### src/rtl/glsten_pkg.sv
// Shared types, widths and register codes for the grid Laplacian stencil.
// Used by every module under rtl; depends on nothing else.
`default_nettype none

package glsten_pkg;

  localparam int MAX_WIDTH_DEF = 32;

  localparam int NODE_W = 32;
  localparam int GW_W   = 6;
  localparam int GH_W   = 16;
  localparam int INV_W  = 32;
  localparam int SUM_W  = 35;
  localparam int MAG_W  = 34;
  localparam int HALF_W = 16;
  localparam int PROD_W = MAG_W + HALF_W;

  typedef logic signed [NODE_W-1:0] node_t;
  typedef logic signed [SUM_W-1:0]  sum_t;

  typedef enum logic [1:0] {
    REG_GRID_WIDTH  = 2'd0,
    REG_GRID_HEIGHT = 2'd1,
    REG_INV_DX_SQ   = 2'd2
  } cfg_reg_t;

  localparam logic [GW_W-1:0]  GRID_WIDTH_RST  = 6'd32;
  localparam logic [GH_W-1:0]  GRID_HEIGHT_RST = 16'd32;
  localparam logic [INV_W-1:0] INV_DX_SQ_RST   = 32'd65536;

  // Which neighbors of the center node lie inside the grid.
  typedef struct packed {
    logic up_ok;
    logic down_ok;
    logic left_ok;
    logic right_ok;
  } nbr_flags_t;

endpackage

`default_nettype wire

### src/rtl/glsten_cell.sv
// One column cell of the line buffer chain: holds the previous two rows' values.
// Depends on glsten_pkg.
`default_nettype none

module glsten_cell (
  input  wire logic             clk,
  input  wire logic             shift,
  input  wire logic             entry,
  input  wire glsten_pkg::node_t a_entry,
  input  wire glsten_pkg::node_t b_entry,
  input  wire glsten_pkg::node_t a_right,
  input  wire glsten_pkg::node_t b_right,
  output glsten_pkg::node_t     a_q,
  output glsten_pkg::node_t     b_q
);
  import glsten_pkg::*;

  node_t a_r;
  node_t b_r;

  // The cell at the last active column takes new data; the others take
  // their right neighbor's, so the chain length follows the grid width.
  always_ff @(posedge clk) begin
    if (shift) begin
      a_r <= entry ? a_entry : a_right;
      b_r <= entry ? b_entry : b_right;
    end
  end

  assign a_q = a_r;
  assign b_q = b_r;

endmodule

`default_nettype wire

### config.mk
export PLATFORM = sky130hd
export DESIGN_NAME = glsten_cell
export DESIGN_NICKNAME = d
export VERILOG_FILES = /design/src/rtl/glsten_pkg.sv /design/src/rtl/glsten_cell.sv
export SDC_FILE = /design/constraint.sdc
export NUM_CORES = 1
export LEC_CHECK = 0
export ABC_AREA = 1
export BUFFER_PORTS_ARGS = -buffer_cell sky130_fd_sc_hd__buf_2
export CORE_MARGIN = 2
export CORE_UTILIZATION = 35
export DETAILED_ROUTE_END_ITERATION = 12
export PLACE_DENSITY = 0.77
export SETUP_SLACK_MARGIN = 0.15
export SYNTH_ARGS = -nofsm -noshare
export SYNTH_HDL_FRONTEND = slang
export SYNTH_SLANG_ARGS = --single-unit
### constraint.sdc
create_clock -name clk -period 0.8 [get_ports clk]
set_clock_uncertainty 0.05 [all_clocks]
set_input_delay 0.08 -clock clk [delete_from_list [all_inputs] [get_ports clk]]
set_output_delay 0.08 -clock clk [all_outputs]
set_load 0.02 [all_outputs]
==> flow_summary.ini <==
[status]
status = finished, violations left
violations = hold timing, setup timing

[synth]
ys_ff_latch = 64
synthesis.instances = 270
netlist.area_leader.share_pct = 69.5
ys_seq_area_share_pct = 69.5
synth_top_flop_cell = edfxtp_1
yosysTopAreaCell = edfxtp_1
synth_async_sr_flop_share_pct = 0
syn-num-nets = 401
synth_cell_types = 6
syn_area_um2 = 2770
synth_top_family_by_area = simple AND/OR/NAND/NOR gates
synth_most_common_cell = nand2_1
synth_commonest_cells = 192 x nand2_1, 64 x edfxtp_1, 6 x buf_2, 6 x clkbuf_8
ys_warn_count = 0
synth_area_leaders = edfxtp_1 69%, nand2_1 26%, clkbuf_8 3.0%
synth.avg_cell_area_um2 = 10.2
synthAdderAreaFrac_pct = 0
yosys.area_share.xor_xnor_pct = 0
synth-simple-area-share_pct = 26.1
synth_compound_area_share_pct = 0
synth_edf_count = 64
synthMuxAreaShare_pct = 0

[clock_network]
clock-sinks = 64
post_cts_buffers = 0
clkTransAtPathRegs_ps = 70
root_buffer = clkbuf_8
h-tree-depth = 3
clockBufferDepth = 2
numCtsBuffers = 9
cts_tree = built

[power_and_ir_drop]
p_per_area_nw_per_um2 = 2020
p_leak_uw = 0.00221
ir_drop_mv = 0.837

[worst_hold_path]
whs_path_depth = 3
hp-class = in2reg
holdPathEnd = b_q[7]
min_from = b_right[7]

[finish]
syn2layout_area_growth_pct = 57.3
diodes = 0
final_util_pct = 56.6
layout.nets = 599
layout-drive-gt1-share_pct = 44.8
instances_no_fill = 575

[global_routing]
grt_max_degree = 40
grt_overflow_total = 0
gr-usage-all-layers_pct = 15.5
antenna_found_initial = 0
grt_pass1_vias = 2418
grt_pass1_wl_mm = 10.6

[floorplan]
fp.dieW_um = 92.9
std_cell_rows = 32
die_y_um = 92.9
core-area_um2 = 7690
io_pins = 195
dieArea_um2 = 8630
start_util_pct = 36.0

[placed_design]
io_buffers = 194
dp_hpwl_mm = 5.27
place_inst = 559
gp_congestion = 0.778

[sta]
max_slew_margin_pct = 87.1
setup_slack_ps = -225
tightest_slew_ps = 194
min_period_over_period_pct = 128
fin_tns_setup_ps = -11750
grt_setup_unrepaired = true
slew_viol_final = 0
max_freq_mhz = 976
layout_min_cycle_time_ps = 1020
hold_ws_ps = -37.8
finalHoldViolations = 63
setup_viol = 64

[detailed_routing]
vias = 2464
wire_per_inst_um = 12.2
via_per_inst = 4.29
drc_errors = 0
drtIter0Drc = 71
first_pass_iters = 5
ant_nets = 0
routed_wirelength_mm = 6.99

[worst_setup_path]
crit_chain = buf_6
critical_path.top_delay_family = flip-flops
crit_required_ps = 670
cp_slowest_cell = edfxtp_1
startpoint_type = flop
end_kind = output pin
cp_slowest_stage_delay_ps = 420
path_buf_inv = 1
arrival_ps = 890
cp_num_cells = 1
crit_type = reg2out
crit_path_max_fanout = 1

[job]
max_cap_viol_count = 0
[per-stage QoR]
| step | cell area, um2 | total power, uW | setup slack, ps |
|---|---|---|---|
| 2_1_floorplan | 2790 | 4960 | 67.2 |
| 4_1_cts | 4190 | 8730 | -250 |
| 3_5_place_dp | 3860 | 5700 | -166 |
| 3_3_place_gp | 3860 | 5640 | -106 |
| 5_1_grt | 4350 | 9180 | -266 |
| 6_report | 4350 | 8780 | -225 |
[cells by family (layout without fill, tap and decap cells)]
kind of cell,count (synthesis),in the layout
flops,64,64
buf+inv,14,217
simple gates,192,192
[cell usage in the layout (no fill, tap or decap)]
cell type | Yosys | routed
buf_12 | 0 | 6
buf_2 | 6 | 148
buf_6 | 0 | 45
bufinv_16 | 0 | 2
clkbuf_1 | 0 | 2
clkbuf_4 | 0 | 1
clkbuf_8 | 6 | 9
clkinv_1 | 0 | 3
edfxtp_1 | 64 | 64
inv_2 | 1 | 1
nand2_1 | 192 | 192
[routing by layer]
layer	track usage, %	vias up	routed length (um)
li1	-	1260	-
met5	0	-	0
met2	27.2	108	3700
met4	5.51	0	78
met1	16.7	1087	2580
met3	6.59	9	638
[power by group]
group	total (uW)	leakage [uW]	switching, uW	internal, uW
sequential	4180	0.000624	121	4060
combinational	1720	0.00148	896	825
clock	2880	0.000100	1150	1730
[how the worst max path moves through the flow]
stage	from	endpoint	slack [ps]
floorplan	entry	a_q[0]	70
global placement	entry	a_q[26]	-110
detailed placement	entry	a_q[30]	-170
CTS	b_q[22]	b_q[22]	-250
global route	a_q[3]	a_q[3]	-270
finish	a_q[3]	a_q[3]	-220
[registers in the layout, indices dropped and copies added (netlist names)]
signal  cells
b_q        32
a_q        32
[final cells by class]
| type | count | area [um2] |
|---|---|---|
| multi-input combinational | 192 | 721 |
| timing repair buffer | 200 | 1380 |
| inverter | 1 | 3.75 |
| clock buffer | 11 | 131 |
| fill | 691 | 3340 |
| sequential | 64 | 1920 |
| tap | 102 | 128 |
| clock inverter | 5 | 71.3 |
[timing repair]
item / in CTS / in global routing
gates resized for setup: 40 / 52
setup endpoints to repair: 64 / 65
hold endpoints to repair: 64 / 59
(Power assumes the default switching activity.)
