===== config.mk =====
export PLATFORM = sky130hd
export DESIGN_NAME = glsten_scale
export DESIGN_NICKNAME = d
export VERILOG_FILES = /design/src/rtl/glsten_pkg.sv /design/src/rtl/glsten_scale.sv
export SDC_FILE = /design/constraint.sdc
export NUM_CORES = 2
export LEC_CHECK = 0
export BUFFER_PORTS_ARGS = -buffer_cell sky130_fd_sc_hd__buf_2
export CORE_MARGIN = 5
export CORE_UTILIZATION = 50
export CTS_CLUSTER_DIAMETER = 120
export DETAILED_ROUTE_END_ITERATION = 10
export GPL_TIMING_DRIVEN = 0
export PLACE_DENSITY = 0.66
export SETUP_SLACK_MARGIN = 0.2
export SYNTH_ARGS = -nofsm -noshare
export SYNTH_HDL_FRONTEND = slang
export SYNTH_SLANG_ARGS = --single-unit

===== constraint.sdc =====
create_clock -name clk -period 14.8 [get_ports clk]
set_input_delay 0.74 -clock clk [delete_from_list [all_inputs] [get_ports clk]]
set_output_delay 0.74 -clock clk [all_outputs]
set_load 0.02 [all_outputs]

===== src/rtl/glsten_pkg.sv =====
// Shared types, widths and register codes for the grid Laplacian stencil.
// Used by every module under rtl; depends on nothing else.
`default_nettype none

package glsten_pkg;

  localparam int MAX_WIDTH_DEF = 32;

  localparam int NODE_W = 32;
  localparam int GW_W   = 6;
  localparam int GH_W   = 16;
  localparam int INV_W  = 32;
  localparam int SUM_W  = 35;
  localparam int MAG_W  = 34;
  localparam int HALF_W = 16;
  localparam int PROD_W = MAG_W + HALF_W;

  typedef logic signed [NODE_W-1:0] node_t;
  typedef logic signed [SUM_W-1:0]  sum_t;

  typedef enum logic [1:0] {
    REG_GRID_WIDTH  = 2'd0,
    REG_GRID_HEIGHT = 2'd1,
    REG_INV_DX_SQ   = 2'd2
  } cfg_reg_t;

  localparam logic [GW_W-1:0]  GRID_WIDTH_RST  = 6'd32;
  localparam logic [GH_W-1:0]  GRID_HEIGHT_RST = 16'd32;
  localparam logic [INV_W-1:0] INV_DX_SQ_RST   = 32'd65536;

  // Which neighbors of the center node lie inside the grid.
  typedef struct packed {
    logic up_ok;
    logic down_ok;
    logic left_ok;
    logic right_ok;
  } nbr_flags_t;

endpackage

`default_nettype wire


===== src/rtl/glsten_scale.sv =====
// Scaling pipeline: magnitude, split multiply by 1/dx^2, round and saturate.
// Depends on glsten_pkg.
`default_nettype none

module glsten_scale (
  input  wire logic                    clk,
  input  wire logic                    rst_n,
  input  wire logic                    sum_valid,
  output logic                         sum_ready,
  input  wire glsten_pkg::sum_t        sum_value,
  input  wire logic                    sum_last,
  input  wire logic [glsten_pkg::INV_W-1:0] inv_dx_sq,
  output logic                         out_valid,
  input  wire logic                    out_ready,
  output glsten_pkg::node_t            out_value,
  output logic                         out_last
);
  import glsten_pkg::*;

  logic              a_valid_r;
  logic              a_neg_r;
  logic [MAG_W-1:0]  a_mag_r;
  logic              a_last_r;

  logic              b_valid_r;
  logic              b_neg_r;
  logic [PROD_W-1:0] b_hi_r;
  logic [PROD_W-1:0] b_lo_r;
  logic              b_last_r;

  logic              o_valid_r;
  node_t             o_value_r;
  logic              o_last_r;

  logic              take_out;
  logic              b_free;
  logic              a_free;

  logic [MAG_W-1:0]  a_mag_nxt;
  logic [PROD_W:0]   lo_round;
  logic [PROD_W:0]   q_sum;
  node_t             o_value_nxt;

  assign take_out  = !o_valid_r || out_ready;
  assign b_free    = !b_valid_r || take_out;
  assign a_free    = !a_valid_r || (b_free && a_valid_r);
  assign sum_ready = a_free;

  assign a_mag_nxt = sum_value[SUM_W-1] ? MAG_W'(-sum_value) : MAG_W'(sum_value);

  // Round the low partial product to nearest, ties away from zero, on the
  // magnitude, then saturate to the signed Q16.16 range.
  always_comb begin
    lo_round = ((PROD_W + 1)'(b_lo_r) + (PROD_W + 1)'(32'h8000)) >> HALF_W;
    q_sum    = (PROD_W + 1)'(b_hi_r) + lo_round;
    if (b_neg_r) begin
      if (q_sum >= (PROD_W + 1)'(64'h8000_0000)) begin
        o_value_nxt = node_t'(32'h8000_0000);
      end else begin
        o_value_nxt = node_t'(32'd0 - q_sum[NODE_W-1:0]);
      end
    end else begin
      if (q_sum > (PROD_W + 1)'(64'h7FFF_FFFF)) begin
        o_value_nxt = node_t'(32'h7FFF_FFFF);
      end else begin
        o_value_nxt = node_t'(q_sum[NODE_W-1:0]);
      end
    end
  end

  always_ff @(posedge clk) begin
    if (!rst_n) begin
      a_valid_r <= 1'b0;
      b_valid_r <= 1'b0;
      o_valid_r <= 1'b0;
    end else begin
      if (a_free) begin
        a_valid_r <= sum_valid;
      end
      if (b_free) begin
        b_valid_r <= a_valid_r;
      end
      if (take_out) begin
        o_valid_r <= b_valid_r;
      end
    end
  end

  always_ff @(posedge clk) begin
    if (a_free && sum_valid) begin
      a_neg_r  <= sum_value[SUM_W-1];
      a_mag_r  <= a_mag_nxt;
      a_last_r <= sum_last;
    end
    if (b_free && a_valid_r) begin
      b_neg_r  <= a_neg_r;
      b_hi_r   <= PROD_W'(a_mag_r) * PROD_W'(inv_dx_sq[INV_W-1:HALF_W]);
      b_lo_r   <= PROD_W'(a_mag_r) * PROD_W'(inv_dx_sq[HALF_W-1:0]);
      b_last_r <= a_last_r;
    end
    if (take_out && b_valid_r) begin
      o_value_r <= o_value_nxt;
      o_last_r  <= b_last_r;
    end
  end

  assign out_valid = o_valid_r;
  assign out_value = o_value_r;
  assign out_last  = o_last_r;

endmodule

`default_nettype wire


==> metrics.md <==
| Metric | Value |
|---|---|
| Status | completed |
| Headroom to the max-slew limit | 0.248 |
| Clock latency on the worst-skew pair | 0.53 ns |
| Commonest non-fill, non-tap cell in the layout | inv_1 |
| Cells after Synth | 4893 |
| Req. time, crit path | roughly 15 ns |
| FF-to-FF path depth | 23 |
| Most frequent cells in the layout | 998 x inv_1, 892 x fa_1, 763 x nand2_1 |
| Drc violations | 0 |
| Routed vias | 34900 |
| Count of different cell masters after synthesis | a little over 90 |
| CTS tree | built |
| CP cell instances | clkbuf_1 > clkbuf_1 > nand2_1 > fa_1 > inv_1 > fa_1 > fa_1 > fa_1 > fa_1 > inv_1 > fa_1 > inv_1 > ha_1 > nand2_1 > nor2_1 > nand4_1 > o22ai_1 > a41o_1 > a21oi_1 > o21bai_1 > o211a_1 > o21a_1 > o21ai_0 > a221oi_1 |
| Layout area overhead | 6.10% |
| DR iter-0 viols | ~3000 |
| Worst Max-Slew Pin Slew | 1.13 ns |
| RSZ-0062 raised after global routing | no |
| Worst Hold Path Cells | 1 |
| GRT overflow | 0 |
| # clock sinks | 159 |
| Drt first pass iters | 7 |
| CTS Root Cell | clkbuf_16 |
| Top cells by area, synth | fa_1 41%, edfxtp_1 11%, inv_1 8.5% |
| Clock buffer depth | 2 |
| GPL Wtd Cong | 0.981 |
| Core ar. | about 87000 um^2 |
| Worst-path clk slew | 0.08 ns |
| Max-Cap Viols | 0 |
| Hold_ws | 0.408 ns |
| Fmax | approximately 0.11 GHz |
| Die Width | a little over 300 um |
| Reg-to-reg setup timing slack | 6.16 ns |
| # setup viols final | 0 |
| Row count | 108 |
| Syn Nets | approximately 6100 |
| Crit-path max FO | 10 |
| Min Tclk post-route | 9.07 ns |
| Worst Clk Skew | 0.0292 ns |
| Synth Area per Inst | 8.96 um^2 |
| CP Class | in -> reg |
| First-pass GRT wire length | about 210 mm |
| IO Count | about 110 |
| Setup tns final | 0 ns |
| Post-synth ARST share | 0 |
| Routed wire length per instance | between 20 and 25 um |
| Worst path max stage delay | 0.85 ns |
| Slowest-stage cell, CP | clkbuf_1 |
| Worst EP arrival | a little over 9 ns |
| Hold-fix buffers, CTS | 0 |
| Top cell family by delay on the critical path | adder cells |
| #FFs+latches synth | about 160 |
| Register area share after synthesis | 0.108 |
| Hold WC Path Type | in -> reg |
| Cell depth of the worst setup path | 24 |
| Syn. warnings | 0 |
| Final slew viol count | 0 |
| Critical path buffer and inverter count | 5 |
| Share of cells above drive strength 1 | 0.0368 |
| Die area | 93700 um^2 |
| Share of the synthesized area in the top cell type | 0.407 |
| H-tree depth | 4 |
| Num CTS Buffers | 17 |
| Die height | 306 um |
| Dpl cells | 6145 |
| Post-cts sizing count | 0 |
| Post-route ant nets | 0 |
| Largest net degree at the start of global routing | 34 |
| Vias in the first global route | 36300 |
| Post-CTS setup buffer count | 0 |
| Non-filler cells, final | 6197 |
| WL final | 139 mm |
| Post-synth EDFFs | between 150 and 200 |
| Total GRT Usage | 0.303 |
| Initial antenna violation count | 31 |
| Final Hold Viols | 0 |
| Fin nets | 6253 |
| Via-to-Cell Ratio | 5.64 |
| Critical Path Source Type | primary input |
| Dpl hpwl | 116 mm |
| IO buf count | 93 |
| Leading area contributor after synthesis | fa_1 |
| CP endpoint kind | flop |
| Starting density of the core | 0.505 |
| Most used cell, CP | fa_1 |
| Post-synthesis cell area | 43900 um^2 |
| Final period utilization | 0.613 |
| Synth Flop Type | edfxtp_1 |
-- cells by family (layout without fill, tap and decap cells) --
logic type / Yosys count / in the layout / synth area share
buf+inv: 1263 / 1392 / 0.109
xor+xnor: 171 / 171 / 0.0346
simple gates: 1630 / 1630 / 0.183
fa+ha+maj: 1172 / 1172 / 0.487
flops: 159 / 159 / 0.108
compound gates: 483 / 483 / 0.0742
other cells: 0 / 20 / 0
mux: 15 / 15 / 0.00371
-- area by class of cell --
cell class | instances | area (um^2)
Antenna cell | 20 | 50.0
Sequential cell | 159 | 4740
Multi-Input combinational cell | 3471 | 34400
Timing Repair Buffer | 97 | 553
Tap cell | 1155 | 1450
Fill cell | 8145 | 40400
Clock buffer | 17 | 425
Inverter | 998 | 3750
Clock inverter | 15 | 168
Buffer | 265 | 1020
-- worst reg2reg max path, delay by kind of cell (launching register included) --
family                     cells  cell delay [ns]
and+or+nand+nor                2             0.28
buffers and inverters          4             0.82
adders and majority gates      7             3.41
DFF                            1             0.50
AOI/OAI and AO/OA             10             3.30
-- metal layers --
| metal | global-route usage | vias to the layer above | part of all wire |
|---|---|---|---|
| met5 | 0 | - | 0.00063 |
| met4 | 0.154 | 12 | 0.062 |
| met3 | 0.0774 | 420 | 0.098 |
| met2 | 0.483 | 1618 | 0.45 |
| met1 | 0.384 | 17600 | 0.39 |
| li1 | - | 15300 | - |
-- Yosys cell counts (all sizes together) (48+ instances only) --
cell,count
fa,892
o21ai,94
nand4,58
edfxtp,156
xor2,48
clkbuf,247
inv,998
ha,280
a21oi,109
a21o,62
nand2,764
xnor2,123
nor2,113
nand3,60
and2,452
-- sequential cells by signal (all words and copies together) (netlist names) --
register,count
a_mag_r,34
b_last_r,1
a_neg_r,1
out_value,32
b_neg_r,1
a_last_r,1
b_hi_r,50
out_last,1
a_valid_r,1
b_valid_r,1
b_lo_r,35
out_valid,1
-- through the flow --
stage	setup slack, ns	instance area [um^2]	utilization
after floorplan	6.99	43900	-
after global placement	4.29	45800	0.527
after detailed placement	5.53	45900	0.528
after CTS	6.05	46500	0.535
after global routing	5.57	46500	0.535
final	5.73	46500	0.535
-- path summary, 6_finish.rpt --
| kind | start | end |
|---|---|---|
| setup / recovery | inv_dx_sq[9] | b_lo_r[38] |
| hold / removal | sum_last | a_last_r |
| setup reg to reg | a_mag_r[10] | b_lo_r[38] |
| hold reg to reg | b_last_r | out_last |
Power is not shown: default switching activity piles up to over one toggle a cycle in this logic, so the estimate is an artifact.
